===== src/hw/rtl/frp_pkg.sv =====
// shared types and constants for the fasta record parser
// no dependencies
`timescale 1ns / 1ps
`default_nettype none

package frp_pkg;

	typedef enum logic [2:0] {
		ST_START  = 3'd0,
		ST_END    = 3'd1,
		ST_HDR    = 3'd2,
		ST_HDR_NL = 3'd3,
		ST_SEQ    = 3'd4,
		ST_SEQ_NL = 3'd5
	} parse_state_t;

	typedef enum logic [1:0] {
		K_HDR  = 2'd0,
		K_SEQ  = 2'd1,
		K_REC  = 2'd2,
		K_DROP = 2'd3
	} kind_t;

	localparam logic [7:0] CH_GT = 8'h3e;
	localparam logic [7:0] CH_SEMI = 8'h3b;
	localparam logic [7:0] CH_NL = 8'h0a;
	localparam logic [7:0] CH_SPACE = 8'h20;
	localparam logic [7:0] CH_TAB = 8'h09;
	localparam logic [7:0] CH_CR = 8'h0d;

	function automatic logic is_ws(input logic [7:0] c);
		return (c == CH_SPACE) || (c >= CH_TAB && c <= CH_CR);
	endfunction

	function automatic logic is_mark(input logic [7:0] c);
		return (c == CH_GT) || (c == CH_SEMI);
	endfunction

endpackage

`default_nettype wire


===== src/hw/rtl/fasta_record_parser.sv =====
// fasta record parser top level: input register, parse state and result register
// depends on frp_pkg
`timescale 1ns / 1ps
`default_nettype none

// Parses a FASTA or semicolon-header text stream one byte per item and emits
// header bytes, whitespace-free sequence bytes, record-end and header-discarded
// markers. It takes one item per cycle while the result register is not stalled by
// m_tready: an item is registered, classified against the parse state and lands in
// the result register. A byte of 0, a byte of 128 or above, or s_tlast ends the
// stream with a final record end; later items are accepted and dropped until reset.
// Items that make no result (whitespace, newlines) still pass through the pipeline.
module fasta_record_parser (
	input  wire                  clk,
	input  wire                  arst_n,
	input  wire                  s_tvalid,
	output logic                 s_tready,
	input  wire  [7:0]           s_tdata,   // [7:0] in_byte
	input  wire                  s_tlast,   // end_of_input
	output logic                 m_tvalid,
	input  wire                  m_tready,
	output logic [7:0]           m_tdata,   // [6:0] out_byte, [7] record_valid
	output frp_pkg::kind_t       m_tuser    // [1:0] kind
);
	import frp_pkg::*;

	logic         valid_s1;
	logic [7:0]   byte_s1;
	logic         last_s1;

	parse_state_t state_q, state_d;
	logic         hdr_seen_q, hdr_seen_d;
	logic         seq_seen_q, seq_seen_d;

	logic         m_valid_q;
	logic [6:0]   out_byte_q;
	logic         rec_valid_q;
	kind_t        kind_q;

	logic         adv;
	logic         end_in;
	logic         res_valid;
	kind_t        res_kind;
	logic [6:0]   res_byte;
	logic         res_rec_valid;

	assign adv      = !m_valid_q || m_tready;
	assign s_tready = !valid_s1 || adv;
	assign end_in   = last_s1 || (byte_s1 == 8'd0) || byte_s1[7];

	// input register
	always_ff @(posedge clk or negedge arst_n) begin
		if (!arst_n) begin
			valid_s1 <= 1'b0;
		end else if (s_tready) begin
			valid_s1 <= s_tvalid;
		end
	end

	always_ff @(posedge clk) begin
		if (s_tready && s_tvalid) begin
			byte_s1 <= s_tdata;
			last_s1 <= s_tlast;
		end
	end

	// next state
	always_comb begin
		state_d    = state_q;
		hdr_seen_d = hdr_seen_q;
		seq_seen_d = seq_seen_q;
		if (state_q == ST_END) begin
			state_d = ST_END;
		end else if (end_in) begin
			state_d    = ST_END;
			hdr_seen_d = 1'b0;
			seq_seen_d = 1'b0;
		end else begin
			unique case (state_q)
				ST_START, ST_HDR_NL, ST_SEQ_NL: begin
					if (is_ws(byte_s1)) begin
						state_d = state_q;
					end else if (is_mark(byte_s1)) begin
						state_d    = ST_HDR;
						hdr_seen_d = 1'b0;
						seq_seen_d = 1'b0;
					end else begin
						state_d    = ST_SEQ;
						seq_seen_d = 1'b1;
					end
				end
				ST_HDR: begin
					if (byte_s1 == CH_NL) begin
						state_d = ST_HDR_NL;
					end else begin
						hdr_seen_d = 1'b1;
					end
				end
				ST_SEQ: begin
					if (byte_s1 == CH_NL) begin
						state_d = ST_SEQ_NL;
					end else if (!is_ws(byte_s1)) begin
						seq_seen_d = 1'b1;
					end
				end
				default: begin
					state_d = state_q;
				end
			endcase
		end
	end

	// result
	always_comb begin
		res_valid     = 1'b0;
		res_kind      = K_REC;
		res_byte      = 7'd0;
		res_rec_valid = 1'b0;
		if (state_q == ST_END) begin
			res_valid = 1'b0;
		end else if (end_in) begin
			res_valid     = 1'b1;
			res_kind      = K_REC;
			res_rec_valid = hdr_seen_q && seq_seen_q;
		end else begin
			unique case (state_q)
				ST_START, ST_HDR_NL, ST_SEQ_NL: begin
					if (is_ws(byte_s1)) begin
						res_valid = 1'b0;
					end else if (is_mark(byte_s1)) begin
						if (state_q == ST_HDR_NL) begin
							res_valid = 1'b1;
							res_kind  = K_DROP;
						end else if (state_q == ST_SEQ_NL) begin
							res_valid     = 1'b1;
							res_kind      = K_REC;
							res_rec_valid = 1'b1;
						end
					end else begin
						res_valid = 1'b1;
						res_kind  = K_SEQ;
						res_byte  = byte_s1[6:0];
					end
				end
				ST_HDR: begin
					if (byte_s1 != CH_NL) begin
						res_valid = 1'b1;
						res_kind  = K_HDR;
						res_byte  = byte_s1[6:0];
					end
				end
				ST_SEQ: begin
					if (byte_s1 != CH_NL && !is_ws(byte_s1)) begin
						res_valid = 1'b1;
						res_kind  = K_SEQ;
						res_byte  = byte_s1[6:0];
					end
				end
				default: begin
					res_valid = 1'b0;
				end
			endcase
		end
	end

	// parse state advances as the registered item moves on
	always_ff @(posedge clk or negedge arst_n) begin
		if (!arst_n) begin
			state_q    <= ST_START;
			hdr_seen_q <= 1'b0;
			seq_seen_q <= 1'b0;
		end else if (valid_s1 && adv) begin
			state_q    <= state_d;
			hdr_seen_q <= hdr_seen_d;
			seq_seen_q <= seq_seen_d;
		end
	end

	// result register
	always_ff @(posedge clk or negedge arst_n) begin
		if (!arst_n) begin
			m_valid_q <= 1'b0;
		end else if (adv) begin
			m_valid_q <= valid_s1 && res_valid;
		end
	end

	always_ff @(posedge clk) begin
		if (adv) begin
			kind_q      <= res_kind;
			out_byte_q  <= res_byte;
			rec_valid_q <= res_rec_valid;
		end
	end

	assign m_tvalid = m_valid_q;
	assign m_tdata  = {rec_valid_q, out_byte_q};
	assign m_tuser  = kind_q;

	// the end of the stream is sticky until reset
	a_end_sticky: assert property (@(posedge clk) disable iff (!arst_n)
		state_q == ST_END |=> state_q == ST_END)
		else $error("parser left the end state");

	// a header byte only comes out of the header state
	a_hdr_from_hdr: assert property (@(posedge clk) disable iff (!arst_n)
		valid_s1 && adv && res_valid && res_kind == K_HDR |-> state_q == ST_HDR)
		else $error("header byte outside header state");

	// record_valid is set only on record ends
	a_rec_valid_kind: assert property (@(posedge clk) disable iff (!arst_n)
		m_valid_q && m_tuser != K_REC |-> !m_tdata[7])
		else $error("record_valid set on a non record-end item");

	// a held input item is not dropped while the result side stalls
	a_s1_hold: assert property (@(posedge clk) disable iff (!arst_n)
		valid_s1 && !adv |=> valid_s1 && $stable(byte_s1) && $stable(state_q))
		else $error("input stage changed while stalled");

	// an end-of-input item in a live state always yields a record end
	a_end_gives_rec: assert property (@(posedge clk) disable iff (!arst_n)
		valid_s1 && adv && end_in && state_q != ST_END
		|=> m_valid_q && m_tuser == K_REC && state_q == ST_END)
		else $error("end of input without record end");

endmodule

`default_nettype wire

===== config.mk =====
export PLATFORM = sky130hd
export DESIGN_NAME = fasta_record_parser
export DESIGN_NICKNAME = d
export VERILOG_FILES = /design/src/hw/rtl/frp_pkg.sv /design/src/hw/rtl/fasta_record_parser.sv
export SDC_FILE = /design/constraint.sdc
export NUM_CORES = 1
export LEC_CHECK = 0
export ABC_AREA = 0
export CORE_MARGIN = 8
export CORE_UTILIZATION = 40
export CTS_BUF_LIST = sky130_fd_sc_hd__clkbuf_8
export DETAILED_ROUTE_END_ITERATION = 12
export DONT_BUFFER_PORTS = 1
export SLEW_MARGIN = 10
export SYNTH_ARGS = -nofsm -noshare
export SYNTH_HDL_FRONTEND = slang
export SYNTH_SLANG_ARGS = --single-unit

===== constraint.sdc =====
create_clock -name clk -period 2.4 [get_ports clk]
set_clock_uncertainty 0.1 [all_clocks]
set_input_delay 0.12 -clock clk [delete_from_list [all_inputs] [get_ports clk]]
set_output_delay 0.12 -clock clk [all_outputs]
set_load 0.05 [all_outputs]

==> results of run 1 <==
==> power groups by stage <==
stage / clock network, mW / logic, mW / registers (mW)
final: 0.276 / 0.0548 / 0.510
after global routing: 0.300 / 0.0595 / 0.511
after CTS: 0.283 / 0.0547 / 0.509
after detailed placement: 0 / 0.0378 / 0.520
after global placement: 0 / 0.0374 / 0.519
after floorplan: 0 / 0.0308 / 0.515
==> registers in the layout, summed over array words and instances (netlist names) <==
signal and count:
m_tuser 2, valid_s1 1, seq_seen_q 1, out_byte_q 7, last_s1 1, rec_valid_q 1
byte_s1 8, hdr_seen_q 1, m_tvalid 1, state_q 3
==> logic make-up after synthesis <==
family,Yosys count
multiplexers,1
buffers and inverters,11
AO/OA/AOI/OAI,41
flip-flops,26
AND/OR/NAND/NOR,53
XOR/XNOR,3
==> per-layer routing <==
metal / up-vias / part of all wire
met5: - / 0
met2: 62 / 0.46
li1: 542 / -
met1: 529 / 0.44
met3: 8 / 0.083
met4: 0 / 0.021
==> worst reg2reg max path: stages, from the launching register on <==
cell	delay [ps]
dfrtp_1	600
xor2_1	200
a21o_1	250
o31a_1	280
o221ai_1	170
a21oi_1	130
and2_1	180
==> final timing paths <==
path	to	slack (ps)
min in group clk	valid_s1	160
hold reg to reg	hdr_seen_q	430
max in group asynchronous	state_q[2]	1850
setup / recovery	out_byte_q[5]	240
hold / removal	state_q[1]	90
setup reg to reg	out_byte_q[5]	240
==> layout make-up <==
class / instances / area, um^2 / area share
multi-input combinational: 98 / 651 / 0.390
timing repair buffer: 15 / 140 / 0.0839
tap: 48 / 60.1 / 0.0360
inverter: 5 / 18.8 / 0.0112
sequential: 26 / 746 / 0.446
clock buffer: 4 / 55.1 / 0.0330
==> cell usage in the layout (no fill, tap or decap), drive strengths merged, types with 2 or more instances in the layout <==
cell type	Yosys	layout
and2	9	9
buf	4	4
nand3	5	5
a21o	2	2
xor2	2	2
o31a	2	2
o221ai	2	2
o21ai	10	10
nand2	12	12
a21oi	8	8
o32ai	2	2
a41oi	2	2
dlygate4sd3	0	11
and3	3	3
nor2	6	6
o211ai	2	2
nand2b	3	3
clkbuf	2	4
and4	2	2
dfrtp	7	7
a22oi	3	3
inv	5	5
edfxtp	19	19
nor3	7	7
==> what timing repair did <==
item | CTS | global route
hold buffers | 11 | 0
gates resized for setup | 0 | 0
hold endpoints to repair | 17 | 0
==> metrics.csv, run 1 <==
metric,value,unit
syn_nets,148,
grt_max_degree,15,
finalSetupViolations,0,
syn_area,0.00148,mm^2
muxShareOfSynthArea,0.00677,
vias,1141,
grt_antenna_before_repair,0,
fin_util,0.463,
p_comb_frac,0.065,
whs,87.3,ps
critPathCaptureType,flip-flop,
async_flop_share,0.269,
netlist_instances,135,
num-nets-final,162,
rsz0062_at_grt,no,
ys_top_cells_by_area,"edfxtp_1 (39%), dfrtp_1 (12%), and2_1 (3.4%)",
dominantRegCellSynth,edfxtp_1,
cts_tree,yes,
viasPerCell,5.82,
finalHoldViolCount,0,
die_area,0.00590,mm^2
fill_cells,330,
worstMarginPinSlew,636,ps
postLayoutSetupSlackWorst,236,ps
grt_usage,0.110,
crit_path_max_fanout,12,
clk_latency,270,ps
crit_path_start,state_q[2],
path_buf_inv,0,
final.setup.tns,0,ps
slowest_stage,dfrtp_1,
root_buffer,clkbuf_8,
port_buffers,0,
arrival,2090,ps
startpoint_type,flip-flop,
critPathTopFamily,compound AO/OA/AOI/OAI gates,
grt_pass1_vias,1137,
outcome,finished clean,
place_congestion,0.905,
syn_avg_cell_area,10.9,um^2
area_growth,13.0,%
power.total,0.840,mW
clkPwrFrac,0.328,
detail_route.wl_per_cell,17.1,um
slowest_delay,600,ps
min_period_over_period,0.902,
die_x,76.8,um
htreeDepth,1,
ant_nets,0,
grt_most_used_layer,met2,
yosysWarnings,0,
place_ws,273,ps
cts_max_path_buffers,2,
pwr-share-seq,0.607,
synth_commonest_cells,"edfxtp_1 (19), nand2_1 (12), a21oi_1 (8), and2_1 (8), dfrtp_1 (7)",
yosysSeqAreaShare,0.505,
synthMostInstantiatedCell,edfxtp_1,
synth_fa_ha_area_frac,0,
cts_setup_buffers,0,
synthXorXnorAreaFrac,0.0178,
netSwitchingFraction,0.207,
synth.distinct_cells,48,
max_freq,0.462,GHz
crit_chain,"xor2_1, a21o_1, o31a_1, o221ai_1, a21oi_1, and2_1",
yosys_register_bits,26,
leakage,0.624,nW
start_util,0.410,
ios,25,
ir_drop,462,uV
relSlewSlack,0.576,
synthSimpleGateAreaFrac,0.215,
grtUsageMet2,0.179,
p_switching,0.174,mW
synth_top_cell_by_area,edfxtp_1,
netlist.area_leader.share,0.386,
placed_area,0.00151,mm^2
synth_top_family_by_area,simple AND/OR/NAND/NOR gates,
rows,22,
synth_enable_flop_cells,19,
clock-sinks,26,
core,0.00361,mm^2
drive_above_1_share,0.135,
power_density,503,mW/mm^2
period_needed,2160,ps
clk_pin_slew,90,ps
grtUsageMet1,0.140,
max_cap_violations,0,
crit_cells,6,
hp-class,input port to async pin,
wl,3.36,mm
critical_path_class,flip-flop to flip-flop,
drv_slew,0,
first_iter_violations,138,
r2r-start,state_q[2],
drc,0,
dp.cells,181,
cts-buffers-inserted,3,
grt_util_met3,0.0303,
firstDrtPassIters,5,
final_area,0.00167,mm^2
diodes,0,
synth_compound_area_frac,0.201,
required,2330,ps
dp.final_hpwl,2.55,mm
rr_worst_depth,6,
die_h,76.8,um
grt_pass1_wl,5.38,mm
instances_no_fill,196,
p_int,0.666,mW
overflow,0,
Power figures use the tool's default switching activity.
==> run 2, diff against run 1 <==
--- a/config.mk
+++ b/config.mk
@@ -8,3 +8,3 @@
 export ABC_AREA = 0
-export CORE_MARGIN = 8
+export CORE_MARGIN = 2
 export CORE_UTILIZATION = 40
==> constraint.sdc (replaced) <==
create_clock -name clk -period 2.4 [get_ports clk]
set_clock_uncertainty 0.1 [all_clocks]
set_input_delay 0.48 -clock clk [delete_from_list [all_inputs] [get_ports clk]]
set_output_delay 0.48 -clock clk [all_outputs]
set_load 0.05 [all_outputs]
==> metrics.csv, run 2 (same netlist as run 1, synthesis figures left out) <==
metric,value,unit,change
outcome,finished clean,,unchanged
first_iter_violations,70,,was 138
overflow,0,,unchanged
fin_util,0.440,,was 0.463
r2r_setup_slack,240,ps,about the same
grt_antenna_before_repair,0,,unchanged
ctsResizeCount,0,,unchanged
die_h,64.8,um,was 76.8 um
r2r-start,state_q[2],,unchanged
required,2340,ps,was 2330 ps
rr_worst_depth,6,,unchanged
dp.final_hpwl,2.28,mm,was 2.55 mm
clk_pin_slew,90,ps,about the same
multiInputGateArea,651,um^2,unchanged
drive_above_1_share,0.145,,was 0.135
die_x,64.8,um,was 76.8 um
firstDrtPassIters,4,,was 5
whs_endpoint,byte_s1[6],,
drv_slew,0,,unchanged
critical_path_class,flip-flop to flip-flop,,unchanged
cts-buffers-inserted,3,,unchanged
register_area,746,um^2,unchanged
port_buffers,0,,unchanged
place_congestion,0.928,,was 0.905
final.setup.tns,0,ps,unchanged
final_area,0.00159,mm^2,was 0.00167 mm^2
top_register,byte_s1,,unchanged
max_freq,0.464,GHz,was 0.462 GHz
finalSetupViolations,0,,unchanged
ir_drop,236,uV,was 462 uV
fill_cells,335,,was 330
hp-class,input port to flip-flop,,was input port to async pin
die_area,0.00420,mm^2,was 0.00590 mm^2
placed_area,0.00151,mm^2,unchanged
leakage,0.589,nW,was 0.624 nW
root_buffer,clkbuf_8,,unchanged
arrival,2100,ps,was 2090 ps
crit_path_max_fanout,12,,unchanged
largest_registers,"byte_s1 x8, out_byte_q x7, state_q x3",,unchanged
ios,25,,unchanged
whs,190,ps,was 87.3 ps
final_cell_mix,"edfxtp_1 (19), nand2_1 (12), and2_1 (8), a21oi_1 (8), dfrtp_1 (7)",,"was edfxtp_1 (19), nand2_1 (12), dlygate4sd3_1 (11)"
vias,1109,,"was 1,141"
critPathCaptureType,flip-flop,,unchanged
grt_pass1_vias,1052,,"was 1,137"
detail_route.wl_per_cell,16.3,um,was 17.1 um
grt_pass1_wl,5.02,mm,was 5.38 mm
hp-start,s_tdata[6],,
r2r_end,out_byte_q[2],,was out_byte_q[5]
period_needed,2160,ps,about the same
cts_max_path_buffers,2,,unchanged
num-nets-final,152,,was 162
core,0.00361,mm^2,unchanged
diodes,0,,unchanged
start_util,0.410,,unchanged
viasPerCell,5.96,,was 5.82
relSlewSlack,0.568,,was 0.576
power_density,581,mW/mm^2,was 503 mW/mm^2
layout_commonest_cell,edfxtp_1,,unchanged
worstMarginPinSlew,649,ps,was 636 ps
largest_register_ffs,8,,unchanged
startpoint_type,flip-flop,,unchanged
rows,22,,unchanged
ant_nets,0,,unchanged
hold_depth,0,,
finalHoldViolCount,0,,unchanged
min_period_over_period,0.898,,was 0.902
clock-sinks,26,,unchanged
htreeDepth,1,,unchanged
grt_usage,0.155,,was 0.110
cts_tree,yes,,unchanged
drc,0,,unchanged
wl,3.03,mm,was 3.36 mm
area_growth,7.37,%,was 13.0%
grt_max_degree,16,,was 15
rsz0062_at_grt,no,,unchanged
max_cap_violations,0,,unchanged
clk_latency,280,ps,was 270 ps
[run 2: worst max-delay path by stage]
stage,slack [ps],depth (start not counted),from,endpoint
3_5_place_dp,270,6,state_q[2],out_byte_q[2]
4_1_cts,260,6,state_q[2],out_byte_q[2]
5_1_grt,140,6,byte_s1[7],out_byte_q[3]
3_3_place_gp,200,6,state_q[2],out_byte_q[4]
2_1_floorplan,400,2,m_tvalid,byte_s1[0]
6_report,240,6,state_q[2],out_byte_q[2]
[run 2: final cells by class]
type                       instances  area share
tap                               48      0.0379
sequential                        26       0.470
multi-input combinational         98       0.410
inverter                           5      0.0118
clock inverter                     1      0.0189
timing repair buffer               5      0.0252
clock buffer                       3      0.0260
[run 2: repair_timing]
action	in CTS	in global routing
buffers inserted	0	0
hold buffers	1	0
hold endpoints to repair	7	0
[run 2: routing by layer]
metal | part of all wire | up-vias | global-route usage
met5 | 0 | - | 0
met4 | 0.021 | 0 | 0.0585
met3 | 0.059 | 8 | 0.0226
met2 | 0.46 | 49 | 0.246
met1 | 0.46 | 524 | 0.213
li1 | - | 528 | -
[run 2: worst max-delay path, cell delays in order, from the launching register on]
cell	delay [ps]
dfrtp_1	600
xor2_1	220
a21o_1	230
o31a_1	290
o221ai_1	180
a21oi_1	130
and2_1	170
[run 2: per-stage QoR]
stage,power [mW],setup slack (ps),std cells
detailed placement,0.557,272,181
floorplan,0.546,395,135
global route,0.953,136,186
global placement,0.557,201,181
CTS,0.925,259,186
finish,0.922,244,186
[run 2: power by group]
| part | switching, mW | leakage, nW | total [mW] | internal (mW) |
|---|---|---|---|---|
| Combinational | 0.0256 | 0.261 | 0.0413 | 0.0157 |
| Clock | 0.147 | 0.0357 | 0.370 | 0.223 |
| Sequential | 0.0168 | 0.292 | 0.510 | 0.493 |
| Total | 0.189 | 0.589 | 0.922 | 0.733 |
==> run 3, diff against run 2 <==
Settings changed: CORE_UTILIZATION 40 to 54, PLACE_DENSITY from default to 0.69, SLEW_MARGIN 10 to 5.
Clock period 2.4 ns to 2.1 ns, I/O delays scaled along.
==> metrics.csv, run 3 (same netlist as run 1, synthesis figures left out) <==
metric,value,unit,change
cts-buffers-inserted,3,,unchanged
largest_registers,"byte_s1 x8, out_byte_q x7, state_q x3",,unchanged
dp.final_hpwl,2.45,mm,was 2.28 mm
fill_cells,205,,was 335
r2r_end,out_byte_q[3],,was out_byte_q[2]
core,0.00254,mm^2,was 0.00361 mm^2
leakage,0.671,nW,was 0.589 nW
clk_pin_slew,90,ps,about the same
firstDrtPassIters,4,,unchanged
diodes,0,,unchanged
start_util,0.581,,was 0.410
cts_max_path_buffers,2,,unchanged
grt_pass1_vias,1058,,"was 1,052"
clk_latency,280,ps,about the same
largest_register_ffs,8,,unchanged
rsz0062_at_grt,yes,,was no
num-nets-final,163,,was 152
top_register,byte_s1,,unchanged
whs_endpoint,byte_s1[2],,was byte_s1[6]
rr_worst_depth,6,,unchanged
final.setup.tns,-41.7,ps,was 0 ps
postLayoutSetupSlackWorst,-25.3,ps,was 244 ps
period_needed,2130,ps,was 2160 ps
critPathCaptureType,flip-flop,,unchanged
hp-start,s_tdata[2],,was s_tdata[6]
drive_above_1_share,0.242,,was 0.145
crit_path_start,byte_s1[7],,was state_q[2]
relSlewSlack,0.682,,was 0.568
detail_route.wl_per_cell,18.9,um,was 16.3 um
wl_met1,1.51,mm,was 1.41 mm
r2r-start,byte_s1[7],,was state_q[2]
final_cell_mix,"edfxtp_1 (19), buf_4 (15), nand2_1 (12)",,"was edfxtp_1 (19), nand2_1 (12), and2_1 (8), a21oi_1 (8), dfrtp_1 (7)"
dp.cells,172,,was 181
grt_pass1_wl,5.29,mm,was 5.02 mm
place_congestion,0.898,,was 0.928
placed_area,0.00155,mm^2,was 0.00151 mm^2
arrival,2060,ps,was 2100 ps
startpoint_type,flip-flop,,unchanged
die_area,0.00317,mm^2,was 0.00420 mm^2
layout_commonest_cell,edfxtp_1,,unchanged
ir_drop,529,uV,was 236 uV
critical_path_class,flip-flop to flip-flop,,unchanged
viasPerCell,6.53,,was 5.96
grt_usage,0.222,,was 0.155
max_cap_violations,0,,unchanged
violations,negative setup slack,,
instances_no_fill,179,,was 186
place_ws,22.4,ps,was 272 ps
dr_wl_met3,219,um,was 178 um
drv_slew,0,,unchanged
root_buffer,clkbuf_8,,unchanged
hp-class,input port to flip-flop,,unchanged
top_layer,met4,,unchanged
clock-sinks,26,,unchanged
outcome,"finished, violations left",,was finished clean
drc,0,,unchanged
met2_length,1.53,mm,was 1.38 mm
max_freq,0.471,GHz,was 0.464 GHz
grt_max_degree,16,,unchanged
overflow,0,,unchanged
power.total,1.06,mW,was 0.922 mW
wl,3.38,mm,was 3.03 mm
ant_nets,0,,unchanged
finalHoldViolCount,0,,unchanged
die_h,56.3,um,was 64.8 um
final_area,0.00169,mm^2,was 0.00159 mm^2
htreeDepth,1,,unchanged
required,2040,ps,was 2340 ps
crit_path_max_fanout,7,,was 12
rows,18,,was 22
worstMarginPinSlew,478,ps,was 649 ps
ios,25,,unchanged
port_buffers,0,,unchanged
cts_tree,yes,,unchanged
power_density,629,mW/mm^2,was 581 mW/mm^2
finalSetupViolations,2,,was 0
area_growth,14.1,%,was 7.37%
first_iter_violations,48,,was 70
die_x,56.3,um,was 64.8 um
r2r_setup_slack,-30,ps,was 240 ps
vias,1168,,"was 1,109"
grt_antenna_before_repair,0,,unchanged
hold_depth,0,,unchanged
min_period_over_period,1.01,,was 0.898
[run 3: layout make-up]
type | instances | area, um^2 | area share
Timing Repair Buffer | 16 | 123 | 0.0727
Clock inverter | 1 | 30.0 | 0.0178
Clock buffer | 3 | 41.3 | 0.0245
Inverter | 5 | 18.8 | 0.0111
Multi-Input combinational cell | 98 | 691 | 0.409
Sequential cell | 26 | 746 | 0.442
Tap cell | 30 | 37.5 | 0.0223
[run 3: worst max path at each step]
stage / slack (ps) / cells after the start / endpoint
CTS: 30 / 6 / out_byte_q[1]
detailed placement: 20 / 6 / out_byte_q[1]
global route: -120 / 6 / out_byte_q[3]
global placement: 80 / 5 / out_byte_q[4]
floorplan: 100 / 2 / byte_s1[0]
finish: -30 / 6 / out_byte_q[3]
[run 3: metrics by stage]
step,hold slack [ps],utilization
global placement,24.6,0.609
finish,126,0.663
CTS,127,0.641
floorplan,24.4,-
global route,113,0.663
detailed placement,24.5,0.609
[run 3: power by group]
part           total [mW]  switching [mW]  leakage, nW  internal, mW
Combinational      0.0627          0.0380        0.343        0.0247
Sequential          0.581          0.0173        0.292         0.564
Clock               0.417           0.161       0.0357         0.255
[run 3: metal layers]
layer  GRT usage  vias to the layer above
met2       0.338                       54
met5           0                        -
li1            -                      553
met1       0.308                      550
met3      0.0507                       11
met4      0.0918                        0
[run 3: critical path, stage by stage, from the launching register on]
cell and delay, ps:
edfxtp_1 430, nor3_4 410, o211ai_2 220, a31oi_1 190
o221ai_1 120, and4_1 260, and2_1 160
[run 3: repair_timing]
| action | CTS | global route |
|---|---|---|
| hold buffers | 1 | 0 |
| resized for setup | 0 | 7 |
| endpoints found under the setup margin | 0 | 7 |
| endpoints found under the hold margin | 7 | 0 |
| setup buffers | 0 | 2 |
